<file path="config.mk">
export PLATFORM = sky130hd
export DESIGN_NAME = sobh_out_fifo
export DESIGN_NICKNAME = d
export VERILOG_FILES = /design/src/sv/sobh_pkg.sv /design/src/sv/sobh_out_fifo.sv
export SDC_FILE = /design/constraint.sdc
export NUM_CORES = 1
export LEC_CHECK = 0
export ABC_CLOCK_PERIOD_IN_PS = 4600
export BUFFER_PORTS_ARGS = -buffer_cell sky130_fd_sc_hd__buf_2
export CORE_ASPECT_RATIO = 1.75
export CORE_UTILIZATION = 57
export DETAILED_ROUTE_END_ITERATION = 6
export PLACE_DENSITY = 0.8
export SLEW_MARGIN = 20
export SYNTH_ARGS = -nofsm -noshare
export SYNTH_HDL_FRONTEND = slang
export SYNTH_SLANG_ARGS = --single-unit
</file>
<file path="constraint.sdc">
create_clock -name clk -period 4.6 [get_ports clk]
set_clock_uncertainty 0.15 [all_clocks]
set_input_delay 0.69 -clock clk [delete_from_list [all_inputs] [get_ports clk]]
set_output_delay 0.69 -clock clk [all_outputs]
set_load 0.01 [all_outputs]
</file>
<file path="src/sv/sobh_pkg.sv">
// ----------------------------------------------------------------------------
// sobh_pkg
// Shared widths, register indexes, control types and the line buffer state
// encoding for the 3x3 horizontal Sobel stream filter.
// ----------------------------------------------------------------------------
package sobh_pkg;

  // Fixed field widths
  localparam int PIXEL_W    = 8;
  localparam int ROW_W      = 12;
  localparam int FWIDTH_W   = 10;
  localparam int FHEIGHT_W  = 12;
  localparam int CFG_DATA_W = 12;

  // Line buffer word: upper row in the high byte, middle row in the low byte
  localparam int LB_DATA_W = 2 * PIXEL_W;

  // Output queue geometry
  localparam int FIFO_DEPTH = 4;
  localparam int FIFO_AW    = 2;
  localparam int FIFO_CW    = 3;

  // Configuration register indexes
  localparam logic REG_FRAME_WIDTH  = 1'b0;
  localparam logic REG_FRAME_HEIGHT = 1'b1;

  // Where the arriving pixel sits in the frame
  typedef struct packed {
    logic interior;  // gradient of the pixel up and to the left is ready
    logic border;    // pixel itself is passed through
  } pos_flags_t;

  // Line buffer sequencer
  typedef enum logic [1:0] {
    LB_CLEAR = 2'b01,
    LB_RUN   = 2'b10
  } lb_state_t;

endpackage

</file>
<file path="src/sv/sobh_out_fifo.sv">
// ----------------------------------------------------------------------------
// sobh_out_fifo
// Small result queue that takes up to two entries per cycle and hands one
// per transfer to the output stream.
// ----------------------------------------------------------------------------
module sobh_out_fifo #(
  parameter int EW = 34
) (
  input  logic          clk,
  input  logic          rst,
  input  logic [1:0]    push_cnt,
  input  logic [EW-1:0] push0,
  input  logic [EW-1:0] push1,
  output logic          room,
  output logic          out_valid,
  input  logic          out_ready,
  output logic [EW-1:0] out_entry
);

  localparam int AW = sobh_pkg::FIFO_AW;
  localparam int CN = sobh_pkg::FIFO_CW;

  logic [EW-1:0] ent [sobh_pkg::FIFO_DEPTH];
  logic [AW-1:0] wr_ptr;
  logic [AW-1:0] rd_ptr;
  logic [CN-1:0] count;
  logic          pop;

  assign out_valid = (count != '0);
  assign out_entry = ent[rd_ptr];
  assign pop       = out_valid && out_ready;
  // Room for a full pair of results
  assign room      = (count <= CN'(sobh_pkg::FIFO_DEPTH - 2));

  // Store entries
  always_ff @(posedge clk) begin
    if (push_cnt != 2'd0) begin
      ent[wr_ptr] <= push0;
    end
    if (push_cnt == 2'd2) begin
      ent[wr_ptr + AW'(1)] <= push1;
    end
  end

  // Pointers and fill level
  always_ff @(posedge clk) begin
    if (rst) begin
      wr_ptr <= '0;
      rd_ptr <= '0;
      count  <= '0;
    end else begin
      wr_ptr <= wr_ptr + AW'(push_cnt);
      rd_ptr <= rd_ptr + AW'(pop);
      count  <= count + CN'(push_cnt) - CN'(pop);
    end
  end

endmodule

</file>
Yosys cells after proc, flatten, opt, wreduce, memory -nomap -nowiden
Memory sizes are Yosys's and may differ from the RTL's. A register that Yosys moved wholly into a read port is not among the register bits.
Index checks and enable logic that the tools add are counted.
W data, S select, Z words.
{"block": "totals", "reg_bits": 7, "ramBits": 136, "in_bits": 73, "out_inout_bits": 36, "elab_cells": 19, "mem_count": 1}
{"block": "op_classes", "add_sub_neg": 5, "magnitude_cmp": 1, "n_eq_ne": 1, "mux": 5, "reduce_logical": 3}
{"memory": "ent", "words": 4, "word_bits": 34, "read_ports": 1, "rd_ports_with_merged_regs": 1, "wr": 2, "line": "sobh_out_fifo.sv:23", "text": "logic [EW-1:0] ent [sobh_pkg::FIFO_DEPTH];"}
{"cell": "$mux W1", "n": 4}
{"cell": "$add A3 B2 Y3", "n": 1}
{"cell": "$le A3 B2 Y1 const B", "n": 1}
{"cell": "$reduce_bool A3 Y1", "n": 1}
{"cell": "$sub A3 B1 Y3", "n": 1}
{"cell": "$add A2 B1 Y2", "n": 1}
{"cell": "$add A2 B1 Y2 const B", "n": 1}
{"cell": "$add A2 B2 Y2", "n": 1}
{"cell": "$eq A2 B2 Y1 const B", "n": 1}
{"cell": "$mux W2", "n": 1}
{"cell": "$reduce_bool A2 Y1", "n": 1}
{"cell": "$logic_and A1 B1 Y1", "n": 1}

Logic depth before layout (Yosys ltp)
{"block": "depth", "ltp_word": 4, "depth_mapped": 7, "depth_no_buf": 7}

Worst setup path before layout
OpenSTA, ideal clock, no wires.
{"block": "synth_path", "path_type": "input port to flip-flop", "from": "input push_cnt[1]", "to": "memory ent[0][0], enable pin", "setup_ns": 0.472, "t_arrival_ns": 3.326, "required_ns": 3.978, "setup_slack_ns": 0.652, "stages": 3, "n_path_buf": 1, "cell_sequence": "buf_4 o21bai_1 o21ai_0"}
{"item": "start: declaration", "line": "sobh_out_fifo.sv:11", "text": "input logic [1:0] push_cnt,"}
{"item": "end: declaration", "line": "sobh_out_fifo.sv:23"}

==> results.md <==
- Run status: finished, final reports clean
- Die ar.: 12800 um^2
- Top post-synthesis cells by area: edfxtp_1 58%, mux2_2 22%, mux4_2 11%
- Synth area leader: edfxtp_1
- CTS buffer count: 17
- Worst Setup End Kind: output port
- Critical path class: reg -> out
- Nets: between 500 and 600
- Slew Viols, Final: 0
- Crit path DAT: 2.34 ns
- Drt initial violations: 243
- PnR Total Power: 4090 uW
- H-tree depth: 4
- I/O Pins: 109
- Core ar.: 12000 um^2
- Worst Max-Slew Pin Slew: between 1 and 1.5 ns
- CTS Root Cell: clkbuf_16
- DRC viols: 0
- Largest net degree at the start of global routing: 37
- Peak supply drop: 321 uV
- Setup TNS: 0 ns
- Die Span Y: 149 um
- Syn-to-layout area delta: 20.4%
- Initial antenna violation count: 0
- Row count: 53
- Mapped Cells: 375
- Post-synthesis sequential area ratio: 0.602
- Detailed Route WL: 15400 um
- Gr usage total: 0.255
- Chip width: 85.8 um
- Worst min path class: in -> reg
- F_max: ~0.31 GHz
- Leakage dissipation: 0.00301 uW
- Fraction of layout instances using a drive strength above 1: 0.658
- DR WL/cell: 23.2 um
- Post-cts sizing count: 0
- Starting Density: 0.584
- Total number of vias: 3951
- Post-synth cell types: 27
- Clk buf depth: 2
- Final min period: 3.18 ns
- Clock-pin slew on the worst setup and hold paths: 0.06 ns
- Final hold viol count: 0
- CTS sink count: approximately 140
- Final period util: 0.691
- Total grt overflow: 0
- Post-Syn Area: roughly 7000 um^2
- Syn nets: ~450
- Seq cells post-synth: about 140
- Max FO, Critical Path: 26
- Max Cap Violations: 0
- # hold bufs at CTS: 0
- Syn. warnings: 0
- Yosys top cell area share: 0.582
- Postcts setup bufs: 0
- DR vias/cell: 5.94
- Max_slew headroom: 0.301
- Worst EP required: between 3 and 4 ns
- Avg Synthesized Cell Area: roughly 19 um^2
- First-pass GRT wire length: roughly 23000 um
- Detail Route Antenna Nets: 0
- Gp weighted congestion: 0.785
- Vias in the first global route: roughly 4.4k
- Final setup viols: 0
- RSZ-0062 raised after global routing: no
- Worst-skew pair later-pin latency: 0.41 ns
- TritonCTS clock tree: done
- 1st-pass router iterations: 4
- # diodes: 0
- Dpl hpwl: 9820 um
- Port bufs: 108
- Pwr/cell area: just under 500 nW/um^2
- Startpoint types: register
-- cell usage in the layout (no fill, tap or decap), types with 2 or more instances in the layout --
master	instances
buf_2	108
mux2_2	136
edfxtp_1	136
inv_1	4
dfxtp_1	5
clkinv_4	3
ha_1	3
buf_4	9
clkinvlp_4	3
mux4_2	34
bufinv_16	7
clkbuf_16	17
nor4bb_4	2
dfxtp_2	2
mux2i_1	2
nor2_1	6
nor2_4	2
mux2_1	2
nor2b_1	4
-- state kept, by name, summed over array words and instances, names as in the netlist --
register,cells
ent,136
wr_ptr,2
rd_ptr,2
count,3
-- worst paths after layout --
check | cells past startpoint | to | slack, ns | start
max | 3 | out_entry[10] | 1.42 | rd_ptr[0]
min | 2 | count[1] | 0.41 | rst
max reg2reg | 3 | ent[3][21] | 1.93 | wr_ptr[1]
min reg2reg | 2 | rd_ptr[0] | 0.60 | rd_ptr[0]
-- cell usage after synthesis --
library cell	n
xnor3_1	1
o21bai_1	2
buf_1	2
nor2_1	8
mux2_2	136
clkbuf_1	2
ha_1	3
mux2_1	2
nor4b_4	1
a21oi_1	1
fa_1	1
o31ai_1	1
buf_2	8
buf_6	4
dfxtp_1	7
xor3_1	1
buf_4	9
nor4bb_1	2
nand4b_2	1
mux2i_1	2
or3_1	1
edfxtp_1	136
nor2b_1	4
mux4_2	34
o21ai_0	1
o311ai_0	1
inv_1	4
-- final cells by class --
type	count	area, um^2
Multi-Input combinational cell	203	2670
Timing Repair Buffer	118	628
Tap cell	165	206
Sequential cell	143	4230
Clock buffer	18	429
Inverter	4	15.0
Clock inverter	14	264
Fill cell	794	3560
-- power by group --
part / switching [uW] / leakage (uW) / total, uW / internal (uW)
Combinational: 387 / 0.00135 / 805 / 418
Sequential: 92.8 / 0.00133 / 1690 / 1600
Clock: 522 / 0.000326 / 1590 / 1070
Total: 1000 / 0.00301 / 4090 / 3090
-- worst max-delay path: stages (launching register included) --
cell and delay [ns]:
dfxtp_2 0.57, buf_4 0.56, mux4_2 0.62, buf_2 0.16
-- per-layer routing --
metal  vias up  GRT usage  routed length (um)
li1       1756          -                   -
met1      2030      0.272                5510
met3        27     0.0450                 561
met2       138      0.483                8950
met5         -          0                   0
met4         0      0.111                 371
-- kinds of logic (layout without fill, tap and decap cells) --
kind of cell    Yosys count  in the layout  synth area share
mux                     174            174             0.334
flops                   143            143             0.602
buf+inv                  29            154            0.0261
simple gates             17             17            0.0171
compound gates            6              6           0.00589
fa+ha+maj                 4              4           0.00821
xor+xnor                  2              2           0.00660
-- metrics by stage --
stage,setup WS (ns),std cells,util,instance area [um^2],hold WS (ns)
3_3_place_gp,1.73,633,0.646,7750,0.549
6_report,1.42,665,0.703,8440,0.405
5_1_grt,1.29,665,0.703,8440,0.406
2_1_floorplan,0.652,375,-,7010,0.513
3_5_place_dp,1.64,633,0.646,7750,0.566
4_1_cts,1.36,665,0.703,8440,0.385
Note: power is estimated with default switching activity, not from simulation.
