`src/sv/sobh_pkg.sv`:
```
// ----------------------------------------------------------------------------
// sobh_pkg
// Shared widths, register indexes, control types and the line buffer state
// encoding for the 3x3 horizontal Sobel stream filter.
// ----------------------------------------------------------------------------
package sobh_pkg;

  // Fixed field widths
  localparam int PIXEL_W    = 8;
  localparam int ROW_W      = 12;
  localparam int FWIDTH_W   = 10;
  localparam int FHEIGHT_W  = 12;
  localparam int CFG_DATA_W = 12;

  // Line buffer word: upper row in the high byte, middle row in the low byte
  localparam int LB_DATA_W = 2 * PIXEL_W;

  // Output queue geometry
  localparam int FIFO_DEPTH = 4;
  localparam int FIFO_AW    = 2;
  localparam int FIFO_CW    = 3;

  // Configuration register indexes
  localparam logic REG_FRAME_WIDTH  = 1'b0;
  localparam logic REG_FRAME_HEIGHT = 1'b1;

  // Where the arriving pixel sits in the frame
  typedef struct packed {
    logic interior;  // gradient of the pixel up and to the left is ready
    logic border;    // pixel itself is passed through
  } pos_flags_t;

  // Line buffer sequencer
  typedef enum logic [1:0] {
    LB_CLEAR = 2'b01,
    LB_RUN   = 2'b10
  } lb_state_t;

endpackage

```
`src/sv/sobh_kernel.sv`:
```
// ----------------------------------------------------------------------------
// sobh_kernel
// Pixel stage register, 3x3 window and the horizontal gradient. Produces
// zero, one or two result entries per pixel and writes the line buffer back.
// ----------------------------------------------------------------------------
module sobh_kernel #(
  parameter int CW = 9,
  parameter int DW = 32,
  parameter int EW = DW + 2
) (
  input  logic                            clk,
  input  logic                            rst,
  // Accepted pixel
  input  logic                            accept,
  input  logic [sobh_pkg::PIXEL_W-1:0]    in_pixel,
  input  logic [sobh_pkg::ROW_W-1:0]      in_row,
  input  logic [CW-1:0]                   in_col,
  input  sobh_pkg::pos_flags_t            in_flags,
  output logic                            in_room,
  // Line buffer
  input  logic [sobh_pkg::LB_DATA_W-1:0]  mem_q,
  output logic                            mem_we,
  output logic [CW-1:0]                   mem_waddr,
  output logic [sobh_pkg::LB_DATA_W-1:0]  mem_wdata,
  // Output queue
  input  logic                            fifo_room,
  output logic [1:0]                      push_cnt,
  output logic [EW-1:0]                   push0,
  output logic [EW-1:0]                   push1
);

  localparam int PW = sobh_pkg::PIXEL_W;
  localparam int RW = sobh_pkg::ROW_W;

  logic                            st_valid;
  logic [PW-1:0]                   st_px;
  logic [RW-1:0]                   st_row;
  logic [CW-1:0]                   st_col;
  sobh_pkg::pos_flags_t            st_flags;
  logic                            st_fwd;
  logic [sobh_pkg::LB_DATA_W-1:0]  st_fwd_data;
  logic [PW-1:0]                   win [9];

  logic                            st_adv;
  logic                            fwd_next;
  logic [PW-1:0]                   up_rd;
  logic [PW-1:0]                   mid_rd;
  logic [PW+1:0]                   left_sum;
  logic [PW+1:0]                   right_sum;
  logic [PW+1:0]                   diff;
  logic [EW-1:0]                   int_entry;
  logic [EW-1:0]                   bord_entry;

  assign st_adv  = st_valid && fifo_room;
  assign in_room = !st_valid || fifo_room;

  // Take the previous row pair from the write-back when it hit the same column
  assign up_rd  = st_fwd ? st_fwd_data[2*PW-1:PW] : mem_q[2*PW-1:PW];
  assign mid_rd = st_fwd ? st_fwd_data[PW-1:0]    : mem_q[PW-1:0];

  // Shift the column: middle row moves up, new pixel becomes middle
  assign mem_we    = st_adv;
  assign mem_waddr = st_col;
  assign mem_wdata = {mid_rd, st_px};
  assign fwd_next  = accept && st_adv && (in_col == st_col);

  // Stage register
  always_ff @(posedge clk) begin
    if (rst) begin
      st_valid <= 1'b0;
    end else if (accept) begin
      st_valid <= 1'b1;
    end else if (st_adv) begin
      st_valid <= 1'b0;
    end
  end

  always_ff @(posedge clk) begin
    if (accept) begin
      st_px       <= in_pixel;
      st_row      <= in_row;
      st_col      <= in_col;
      st_flags    <= in_flags;
      st_fwd      <= fwd_next;
      st_fwd_data <= mem_wdata;
    end
  end

  // Advance the 3x3 window by one column
  always_ff @(posedge clk) begin
    if (rst) begin
      for (int i = 0; i < 9; i++) begin
        win[i] <= '0;
      end
    end else if (st_adv) begin
      for (int i = 0; i < 3; i++) begin
        win[i*3]     <= win[i*3+1];
        win[i*3 + 1] <= win[i*3+2];
      end
      win[2] <= up_rd;
      win[5] <= mid_rd;
      win[8] <= st_px;
    end
  end

  // Left column minus right column, middle row doubled, keep low byte
  assign left_sum  = {2'b00, win[1]} + {1'b0, win[4], 1'b0} + {2'b00, win[7]};
  assign right_sum = {2'b00, up_rd} + {1'b0, mid_rd, 1'b0} + {2'b00, st_px};
  assign diff      = left_sum - right_sum;

  // Build result entries: {tlast, tuser, tdata}
  always_comb begin
    int_entry               = '0;
    int_entry[PW-1:0]       = diff[PW-1:0];
    int_entry[PW +: RW]     = st_row - RW'(1);
    int_entry[PW+RW +: CW]  = st_col - CW'(1);
    int_entry[DW]           = 1'b0;
    int_entry[DW+1]         = !st_flags.border;

    bord_entry              = '0;
    bord_entry[PW-1:0]      = st_px;
    bord_entry[PW +: RW]    = st_row;
    bord_entry[PW+RW +: CW] = st_col;
    bord_entry[DW]          = 1'b1;
    bord_entry[DW+1]        = 1'b1;
  end

  // Gradient first, border pass-through after it
  assign push0    = st_flags.interior ? int_entry : bord_entry;
  assign push1    = bord_entry;
  assign push_cnt = st_adv ? ({1'b0, st_flags.interior} + {1'b0, st_flags.border}) : 2'd0;

endmodule

```
`config.mk`:
```
export PLATFORM = sky130hd
export DESIGN_NAME = sobh_kernel
export DESIGN_NICKNAME = d
export VERILOG_FILES = /design/src/sv/sobh_pkg.sv /design/src/sv/sobh_kernel.sv
export SDC_FILE = /design/constraint.sdc
export NUM_CORES = 1
export LEC_CHECK = 0
export BUFFER_PORTS_ARGS = -buffer_cell sky130_fd_sc_hd__buf_4
export CAP_MARGIN = 20
export CORE_ASPECT_RATIO = 1.75
export CORE_MARGIN = 4
export CORE_UTILIZATION = 52
export DETAILED_ROUTE_END_ITERATION = 8
export HOLD_SLACK_MARGIN = 0.02
export PLACE_DENSITY = 0.86
export SLEW_MARGIN = 20
export SYNTH_ARGS = -nofsm -noshare
export SYNTH_HDL_FRONTEND = slang
export SYNTH_SLANG_ARGS = --single-unit
export TNS_END_PERCENT = 100
```
`constraint.sdc`:
```
create_clock -name clk -period 10.5 [get_ports clk]
set_input_delay 3.15 -clock clk [delete_from_list [all_inputs] [get_ports clk]]
set_output_delay 3.15 -clock clk [all_outputs]
set_load 0.1 [all_outputs]
```
After elaboration in Yosys (flattened, before gate mapping)
Memories as Yosys holds them, arrays and structs flattened. Index checks and enable logic that the tools add are counted.

Bits in writable memories: 72. Input port bits: 51. Logic and storage cells: 54. Output and inout bits: 97. Memories: 1. Flip-flop bits (word level): 49.

Memories: win (words 9, width 8, read ports 6, clocked after Yosys merged registers in 0, write ports 9, RTL line sobh_kernel.sv:42) `logic [PW-1:0] win [9];`.

Bitwise gates (word level): 9. Equality and inequality tests: 1. $add $sub $neg: 8. Reduce and logical (&&, ||, !) cells: 7. Multiplexer cells: 20.

Operators with widths (number): 8-bit two-way mux (11); 34-bit two-way mux (1); 8-bit adder (4); 12-bit by 1-bit subtractor with 12-bit output (second input constant) (1); 9-bit equality test (1); 1-bit bitwise OR (9); 9-bit by 1-bit subtractor with 9-bit output (second input constant) (1); 8-bit subtractor (1); 1-bit two-way mux (7); 1-bit logical AND (3); 1-bit by 1-bit adder with 2-bit output (1); 1-bit zero test (2); 2-bit two-way mux (1); 2-bit nonzero test (1); 1-bit logical OR (1).

Depth between registers and ports, before layout
Gate-level depths: netlist (run 1).

Depth in word-level cells: 5. Gate-level depth with buffers: 15. Mapped depth without buffers: 14.

Least setup slack after synthesis (run 1)
No wires, ideal clock.

Path kind: in2out. Start: in mem_q[0] (netlist bit). End: out push0[5]. Cell stages on the path: 11. Required time: 7.350 ns. Arrival: 7.371 ns. Slack: -0.021 ns. Path buffers: 0. Cells stage by stage: mux2_2 ha_1 inv_1 fa_1 inv_1 fa_1 inv_1 fa_1 a211oi_1 o21ai_0 o22ai_1.

Word-level cells in the longest chain between the ends: 5.

RTL lines: start: declaration (RTL line sobh_kernel.sv:21) `input logic [sobh_pkg::LB_DATA_W-1:0] mem_q,`; 8-bit two-way mux (RTL line sobh_kernel.sv:59) `assign mid_rd = st_fwd ? st_fwd_data[PW-1:0] : mem_q[PW-1:0];`; 8-bit adder (2 in series) (RTL line sobh_kernel.sv:108) `assign right_sum = {2'b00, up_rd} + {1'b0, mid_rd, 1'b0} + {2'b00, st_px};`; 8-bit subtractor (RTL line sobh_kernel.sv:109) `assign diff = left_sum - right_sum;`; 34-bit two-way mux (RTL line sobh_kernel.sv:129) `assign push0 = st_flags.interior ? int_entry : bord_entry;`; end: declaration (RTL line sobh_kernel.sv:28) `output logic [EW-1:0] push0,`.

No other way between the ends.

Worst setup path after layout (run 1)
Start: in mem_q[2] (netlist bit). End: out push0[7].

Same word-level chain as after synthesis.

==> results of run 1 <==
-- kinds of logic after synthesis --
kind of cell | count (synthesis) | synth area share (%)
compound gates | 20 | 2.32
xor+xnor | 39 | 6.94
fa+ha+maj | 37 | 12.7
buf+inv | 101 | 9.26
flops | 95 | 55.5
mux | 18 | 3.64
other cells | 2 | 0.147
simple gates | 91 | 9.48
-- cell type report --
type                       instances  area (um^2)
tap                              122          153
fill                             719         3050
clock inverter                     6         83.8
clock buffer                      10          239
timing repair buffer             141         1060
sequential                        95         2840
inverter                          67          251
multi-input combinational        213         1840
-- final timing paths --
| kind | from | endpoint | slack [ns] | depth (start not counted) |
|---|---|---|---|---|
| worst max register to register | st_fwd | win[0][42] | 8.59 | 2 |
| worst max-delay path | mem_q[2] | push0[7] | 0.29 | 14 |
| worst min-delay path | win[0][20] | win[0][12] | 0.52 | 1 |
| worst min register to register | win[0][20] | win[0][12] | 0.52 | 1 |
-- cell usage after synthesis --
cell and n:
a211o_1 1, a211oi_1 1, a21o_1 1, a21oi_1 7, a2bb2oi_1 1, and2_1 27, and3_1 1, buf_1 1
buf_2 1, buf_4 25, clkbuf_1 7, conb_1 2, dfxtp_1 1, edfxtp_1 94, fa_1 25, ha_1 12
inv_1 67, mux2_2 5, mux2i_1 13, nand2_1 9, nand2b_1 5, nand3_1 1, nand4_1 2, nor2_1 29
nor3_1 4, nor3_2 1, nor4_1 4, nor4_2 1, nor4b_1 1, o211ai_1 1, o21ai_0 6, o21bai_1 1
o22ai_1 1, or2_1 1, or2_2 1, or3_1 1, or3b_1 1, or4_1 2, xnor2_1 23, xnor3_1 1
xor2_1 15
-- metal layers --
| layer | part of all wire, % | GRT usage (%) | vias to the layer above |
|---|---|---|---|
| li1 | - | - | 1542 |
| met5 | 0 | 0 | - |
| met1 | 36 | 19.7 | 1536 |
| met3 | 6.0 | 4.79 | 25 |
| met2 | 55 | 34.1 | 119 |
| met4 | 3.4 | 8.96 | 0 |
-- sequential cells by signal, summed over array words and instances, names as in the netlist --
register / flops
st_fwd: 1
mem_waddr: 9
st_flags: 2
st_row: 12
st_valid: 1
st_px: 8
st_fwd_data: 16
win: 46
-- power by group --
group          switching [uW]  internal [uW]  total (uW)  leakage [uW]
Sequential               19.4            445         465      0.000963
Clock                     134            214         348      0.000162
Combinational             559            197         756       0.00175
Total                     713            856        1570       0.00288
-- stage by stage --
stage,TNS [ns],setup slack [ns],power [uW]
after floorplan,0,0.144,1070
after global placement,0,0.376,1210
after detailed placement,0,0.330,1220
after CTS,0,0.255,1570
after global routing,-0.0160,-0.0160,1640
final,0,0.285,1570
-- critical path, cell delays in order --
cell and delay, ns:
buf_4 0.11, mux2i_1 0.37, fa_1 0.53, fa_1 0.55, inv_1 0.06, fa_1 0.54, inv_1 0.05, ha_1 0.34
a211oi_1 0.31, o21ai_0 0.14, a21oi_1 0.30, xnor2_1 0.11, mux2_2 0.26, buf_4 0.24
==> run summary, run 1 <==
Run status -> finished clean
Vias in the first global route -> 3479
Setup Buffers After CTS -> 0
Drt drc -> 0
Vias per inst -> 4.93
Initial Util -> 53.8%
Vias -> 3222
Synth top area share -> 55.1%
Final number of hold-violating endpoints -> 0
Final min period -> 10.21 ns
Initial DRC count -> 171
Post-route insts no fill -> 654
ANT cells -> 0
Width of the die -> 83.0 um
H-tree depth -> 3
Area leader, netlist -> edfxtp_1
DP Wirelength -> 8.16 mm
Largest net degree at the start of global routing -> 51
Sink Count -> 95
DRT Pass-1 Iters -> 4
First-pass GRT wire length -> 17.0 mm
Final Util -> 67.9%
Cts bufs inserted -> 9
Synth area leaders -> edfxtp_1 (55%), fa_1 (9.8%), inv_1 (4.9%)
Buffers on Ports -> 139
Crit. End Element -> output pin
Slew @ Worst Pin -> 0.985 ns
P&R area growth vs syn -> 26.4%
Tot GR Track Use -> 18.6%
I/O pin cnt -> 148
Relative slew margins -> 34.3%
Cells after synthesis -> 403
Leak Pwr -> 0.00288 uW
Clock transition at path regs -> 0.06 ns
Final ANT Viol Nets -> 0
Crit path kind -> input pin to output pin
# rows -> 47
Ys Warns -> 0
Worst Path Arrival -> 7.06 ns
Req. time, crit path -> 7.35 ns
Antenna violations before repair -> 0
Post-Syn Area -> 5120 um^2
Min Hold Slack -> 0.516 ns
Hold WC Path Type -> flip-flop to flip-flop
Clock latency at the later pin of the worst-skew pair -> 0.34 ns
Die area -> 11600 um^2
Most frequent cells in the layout -> buf_4 (141), edfxtp_1 (94), inv_1 (67), nor2_1 (29), and2_1 (27)
Setup crit start kind -> input pin
Core area -> 9530 um^2
Clock Path Buffers -> 2
# nets final -> 615
Max FO, Critical Path -> 4
# setup viols final -> 0
Commonest non-fill, non-tap cell in the layout -> buf_4
Clock Root Buffer -> clkbuf_16
Part of the Yosys area used for sequential elements -> 55.5%
Routed len/inst -> 16.6 um
Final Cycle Share -> 97.3%
Pwr Density -> 242 nW/um^2
Die height -> 139 um
GRT overflow -> 0
Placed Instances -> 638
Worst VDD drop -> 0.165 mV
Layout cells sized above 1 -> 31.6%
Gpl congestion -> 0.836
Post-DP Area -> 6140 um^2
Seq cells post-synth -> 95
CTS tree -> yes
# Max-Cap Violations -> 0
Pins over their slew limit -> 0
Setup Skew -> 0.00739 ns
WL final -> 10.9 mm
Synth unique cells -> 41
Post-CTS sizing -> 0
Max frequency -> 0.0979 GHz
Cts-stage hold buffer count -> 0
Avg Inst Size Synth -> 12.7 um^2
Fin area -> 6470 um^2
No activity file was read; power rests on OpenSTA's default activity.
==> run 2, diff against run 1 <==
- BUFFER_PORTS_ARGS: -buffer_cell sky130_fd_sc_hd__buf_4 -> unset
- CORE_UTILIZATION: 52 -> 55
- DONT_BUFFER_PORTS: unset -> 1
- PLACE_DENSITY: 0.86 -> 0.76
- clock period: 10.5 -> 9.55 ns (I/O delays scaled with it)
==> run 2 against run 1 <==
  * Hold slack better by 0.0018 ns
  * Non-clock buffer count is 100 lower
  * Critical path type unchanged
  * Sequential power is 16% higher
  * Cell area is 2.8% lower
  * First-iteration DRC count is 14% lower
  * Highest routed layer unchanged
==> run summary, run 2 (synthesis gave the netlist of run 1 again) <==
Clock transition at path regs -> 0.06 ns
Req. time, crit path -> 6.69 ns
Buffers and inverters on the worst path -> 3
# nets final -> 515
First-pass GRT wire length -> 15.9 mm
Hold WC Path Type -> flip-flop to flip-flop
Largest registers -> win: 46 flops, st_fwd_data: 16 flops, st_row: 12 flops
Largest register FFs -> 46
Worst Path Arrival -> 6.34 ns
Cts bufs inserted -> 9
Critical Path Stages -> 13
RSZ-0062 raised after global routing -> false
Crit. End Element -> output pin
ANT cells -> 0
Final Cycle Share -> 96.4%
Max frequency -> 0.109 GHz
Crit path cell chain -> mux2i_4 -> fa_1 -> fa_1 -> inv_1 -> fa_1 -> inv_2 -> fa_1 -> a211oi_1 -> o21ai_0 -> a21oi_1 -> xnor2_1 -> mux2_2 -> buf_12
Top reg by flops -> win
WHS Path Cells -> 1
Pwr Density -> 273 nW/um^2
DRT Pass-1 Iters -> 4
# rows -> 46
Worst VDD drop -> 0.276 mV
Initial DRC count -> 147
Drt drc -> 0
Leak Pwr -> 0.00255 uW
Setup Buffers After CTS -> 0
Final min period -> 9.20 ns
Gpl congestion -> 0.800
# fillers -> 633
Buffers on Ports -> 0
H-tree depth -> 3
Clock Root Buffer -> clkbuf_16
GRT overflow -> 0
Critical Path Source -> mem_q[1]
# Max-Cap Violations -> 0
Crit path kind -> input pin to output pin
Die area -> 11000 um^2
Vias per inst -> 5.21
Min Hold Slack -> 0.518 ns
Pins over their slew limit -> 0
Routed len/inst -> 18.3 um
Largest net degree at the start of global routing -> 51
Antenna violations before repair -> 0
Core area -> 9090 um^2
Setup crit start kind -> input pin
WHS Endpoint -> win[0][58]
Worst Reg-to-Reg Cells -> 3
Clock Path Buffers -> 2
Initial Util -> 56.3%
Worst path max stage delay -> 0.53 ns
Layout cells sized above 1 -> 23.4%
Final ANT Viol Nets -> 0
Most frequent cells in the layout -> edfxtp_1 (94), inv_1 (66), nor2_1 (28), and2_1 (27), buf_4 (26)
Run status -> finished clean
Worst r2r dst -> st_fwd_data[14]
# setup viols final -> 0
Slew @ Worst Pin -> 1.18 ns
I/O pin cnt -> 148
Max FO, Critical Path -> 3
R2r startpoint -> st_fwd
Final number of hold-violating endpoints -> 0
R2R setup slack -> 7.54 ns
DP Wirelength -> 7.84 mm
Commonest non-fill, non-tap cell in the layout -> edfxtp_1
Setup TNS -> 0 ns
Top delay family on crit path -> adder cells
Cts-stage hold buffer count -> 0
P&R area growth vs syn -> 22.8%
Die height -> 136 um
WL final -> 10.1 mm
CP max stage cell -> fa_1
Vias -> 2875
Relative slew margins -> 21.6%
Width of the die -> 80.9 um
Vias in the first global route -> 3240
Sink Count -> 95
Tot GR Track Use -> 19.7%
Hold_sp -> win[0][66]
Setup Skew -> 0.00426 ns
CTS tree -> yes
Post-CTS sizing -> 0
Clock latency at the later pin of the worst-skew pair -> 0.33 ns
Most frequent CP cell -> fa_1
[run 2: worst max-delay path by stage]
| stage | endpoint | slack (ns) |
|---|---|---|
| after floorplan | push0[6] | 0.007 |
| after global placement | push0[7] | 0.40 |
| after detailed placement | push0[7] | 0.36 |
| after CTS | push0[7] | 0.34 |
| after global routing | push0[7] | 0.21 |
| final | push0[7] | 0.35 |
[run 2: final cells by class]
type	instances	area, um^2	area share (%)
Clock buffer	10	229	3.64
Clock inverter	6	60.1	0.955
Inverter	67	251	4.00
Multi-Input combinational cell	213	2160	34.3
Sequential cell	95	2840	45.2
Tap cell	120	150	2.39
Timing Repair Buffer	41	601	9.55
[run 2: per-stage QoR]
step / total power (uW) / utilization (%) / cell area (um^2) / worst slack (ns) / instances
floorplan: 1190 / - / 5250 / 0.00744 / 409
global placement: 1360 / 65.4 / 5950 / 0.403 / 536
detailed placement: 1380 / 65.5 / 5950 / 0.355 / 536
CTS: 1730 / 68.7 / 6240 / 0.342 / 552
global route: 1790 / 69.2 / 6290 / 0.211 / 552
finish: 1720 / 69.2 / 6290 / 0.348 / 552
[run 2: worst reg2reg max path, stage by stage (launching register included)]
cell and delay, ns:
edfxtp_1 0.33, buf_4 0.35, mux2i_1 0.43, inv_1 0.49
[run 2: power by group]
group / internal [uW] / switching, uW
clock network: 202 / 149
registers: 489 / 50.8
logic: 239 / 590
[run 2: layer usage]
layer  routed length (um)  global-route usage, %  up-vias  share of wire (%)
met1                 3550                   23.0     1394                 35
met2                 5620                   33.9      138                 56
met5                    0                      0        -                  0
li1                     -                      -     1329                  -
met3                  767                   6.06       14                7.6
met4                  184                   6.48        0                1.8
==> run 3, diff against run 2 <==
--- a/constraint.sdc
+++ b/constraint.sdc
@@ -3,2 +3,2 @@
 set_output_delay 2.865 -clock clk [all_outputs]
-set_load 0.1 [all_outputs]
+set_load 0.02 [all_outputs]
==> run 3 against run 2 <==
  * Non-clock buffer count shrank 37
  * Setup slack worse by 0.088 ns
  * Largest cell class unchanged
  * Count of clock-buffer cells in the layout is 1 lower
  * Global-route usage down 1.2 points
  * Via count decreased by 5.9%
  * Flip-flop and latch count is the same
==> run summary, run 3 (synthesis gave the netlist of run 1 again) <==
Run status -> finished clean
Initial DRC count -> 159
Dpl ws -> 0.231 ns
Routed len/inst -> 18.0 um
Setup TNS -> 0 ns
Hold_sp -> win[0][68]
Clock Path Buffers -> 2
Largest net degree at the start of global routing -> 51
Sink Count -> 95
Setup Skew -> 0.00791 ns
Req. time, crit path -> 6.69 ns
Vias per inst -> 5.25
Final Util -> 59.7%
Final min period -> 9.29 ns
# nets final -> 478
Final ANT Viol Nets -> 0
I/O pin cnt -> 148
# setup viols final -> 0
Top reg by flops -> win
Core area -> 9090 um^2
P&R area growth vs syn -> 6.01%
Worst VDD drop -> 0.160 mV
CTS tree -> yes
Leak Pwr -> 0.00221 uW
RSZ-0062 raised after global routing -> false
Drt drc -> 0
Clock latency at the later pin of the worst-skew pair -> 0.34 ns
Relative slew margins -> 37.2%
WL final -> 9.28 mm
Post-CTS sizing -> 0
Die area -> 11000 um^2
Setup crit start kind -> input pin
Total power -> 1270 uW
Width of the die -> 80.9 um
Pwr Density -> 233 nW/um^2
Worst Path Arrival -> 6.42 ns
Cts bufs inserted -> 9
Tot GR Track Use -> 18.4%
Crit path kind -> input pin to output pin
Gpl congestion -> 0.774
Clock transition at path regs -> 0.07 ns
First-pass GRT wire length -> 14.8 mm
DP Wirelength -> 6.98 mm
Critical Path Source -> mem_q[1]
Final Cycle Share -> 97.3%
Net Switching -> 410 uW
Final WS setup -> 0.260 ns
Layout cells sized above 1 -> 7.34%
Slew @ Worst Pin -> 0.942 ns
Buffers on Ports -> 0
Internal power -> 856 uW
Initial Util -> 56.3%
Largest register FFs -> 46
# Max-Cap Violations -> 0
Setup Buffers After CTS -> 0
Clock Root Buffer -> clkbuf_16
Combinational Power Share -> 27.9%
Max frequency -> 0.108 GHz
GRT overflow -> 0
Hold WC Path Type -> flip-flop to flip-flop
Final number of hold-violating endpoints -> 0
R2r startpoint -> st_fwd
Largest registers -> win: 46 flops, st_fwd_data: 16 flops, st_row: 12 flops
Seq pwr share -> 42.0%
Max FO, Critical Path -> 3
Switch share -> 32.4%
DRT Pass-1 Iters -> 4
Clk pwr share -> 30.1%
Pins over their slew limit -> 0
Crit. End Element -> output pin
ANT cells -> 0
Cts-stage hold buffer count -> 0
H-tree depth -> 3
Vias -> 2704
Vias in the first global route -> 2968
# rows -> 46
Die height -> 136 um
Most frequent cells in the layout -> edfxtp_1 (94), inv_1 (67), nor2_1 (29), and2_1 (27), fa_1 (25)
Commonest non-fill, non-tap cell in the layout -> edfxtp_1
Antenna violations before repair -> 0
run 3: changes by cell type in the layout (fill, tap and decap cells not counted), moves of 5 or more:
| cell | before | now |
|---|---|---|
| xor2_1 | 1 | 15 |
| mux2i_1 | 7 | 13 |
| xor2_2 | 11 | 0 |
| xnor2_1 | 18 | 23 |
| xnor2_2 | 5 | 0 |
| buf_4 | 26 | 4 |
| buf_16 | 14 | 0 |
| mux2i_4 | 5 | 0 |
run 3: final cells by class:
type                       instances  area (um^2)
clock buffer                       9          225
clock inverter                     7         95.1
fill                             752         3660
inverter                          67          251
multi-input combinational        213         1830
sequential                        95         2840
tap                              120          150
timing repair buffer               4         30.0
run 3: per-layer routing:
layer,wire (um),GRT usage (%)
met4,264,9.30
met1,3270,20.4
met2,5040,31.0
met3,708,6.32
met5,0,0
run 3: path summary, 6_finish.rpt:
kind              slack (ns)               to  depth (start not counted)
setup reg to reg        7.59  st_fwd_data[11]                          2
hold / removal          0.52       win[0][60]                          1
hold reg to reg         0.52       win[0][60]                          1
setup / recovery        0.26         push0[7]                         12
run 3: worst max-delay path, stage by stage:
cell	delay, ns
mux2i_1	0.26
fa_1	0.51
fa_1	0.56
inv_1	0.06
fa_1	0.53
inv_1	0.07
fa_1	0.47
a211oi_1	0.31
o21ai_0	0.14
a21oi_1	0.22
xnor2_1	0.10
mux2_2	0.33
run 3: per-stage QoR:
| stage | cell area [um^2] | hold WS [ns] | cells |
|---|---|---|---|
| after floorplan | 5140 | 0.497 | 409 |
| after global placement | 5100 | 0.499 | 499 |
| after detailed placement | 5100 | 0.503 | 499 |
| after CTS | 5420 | 0.518 | 515 |
| after global routing | 5430 | 0.532 | 515 |
| final | 5430 | 0.516 | 515 |
run 3: power by group through the flow:
stage	Combinational, uW	Sequential, uW	Clock (uW)
floorplan	310	525	0
global placement	349	540	0
detailed placement	355	541	0
CTS	359	532	387
global route	395	535	406
finish	353	531	381
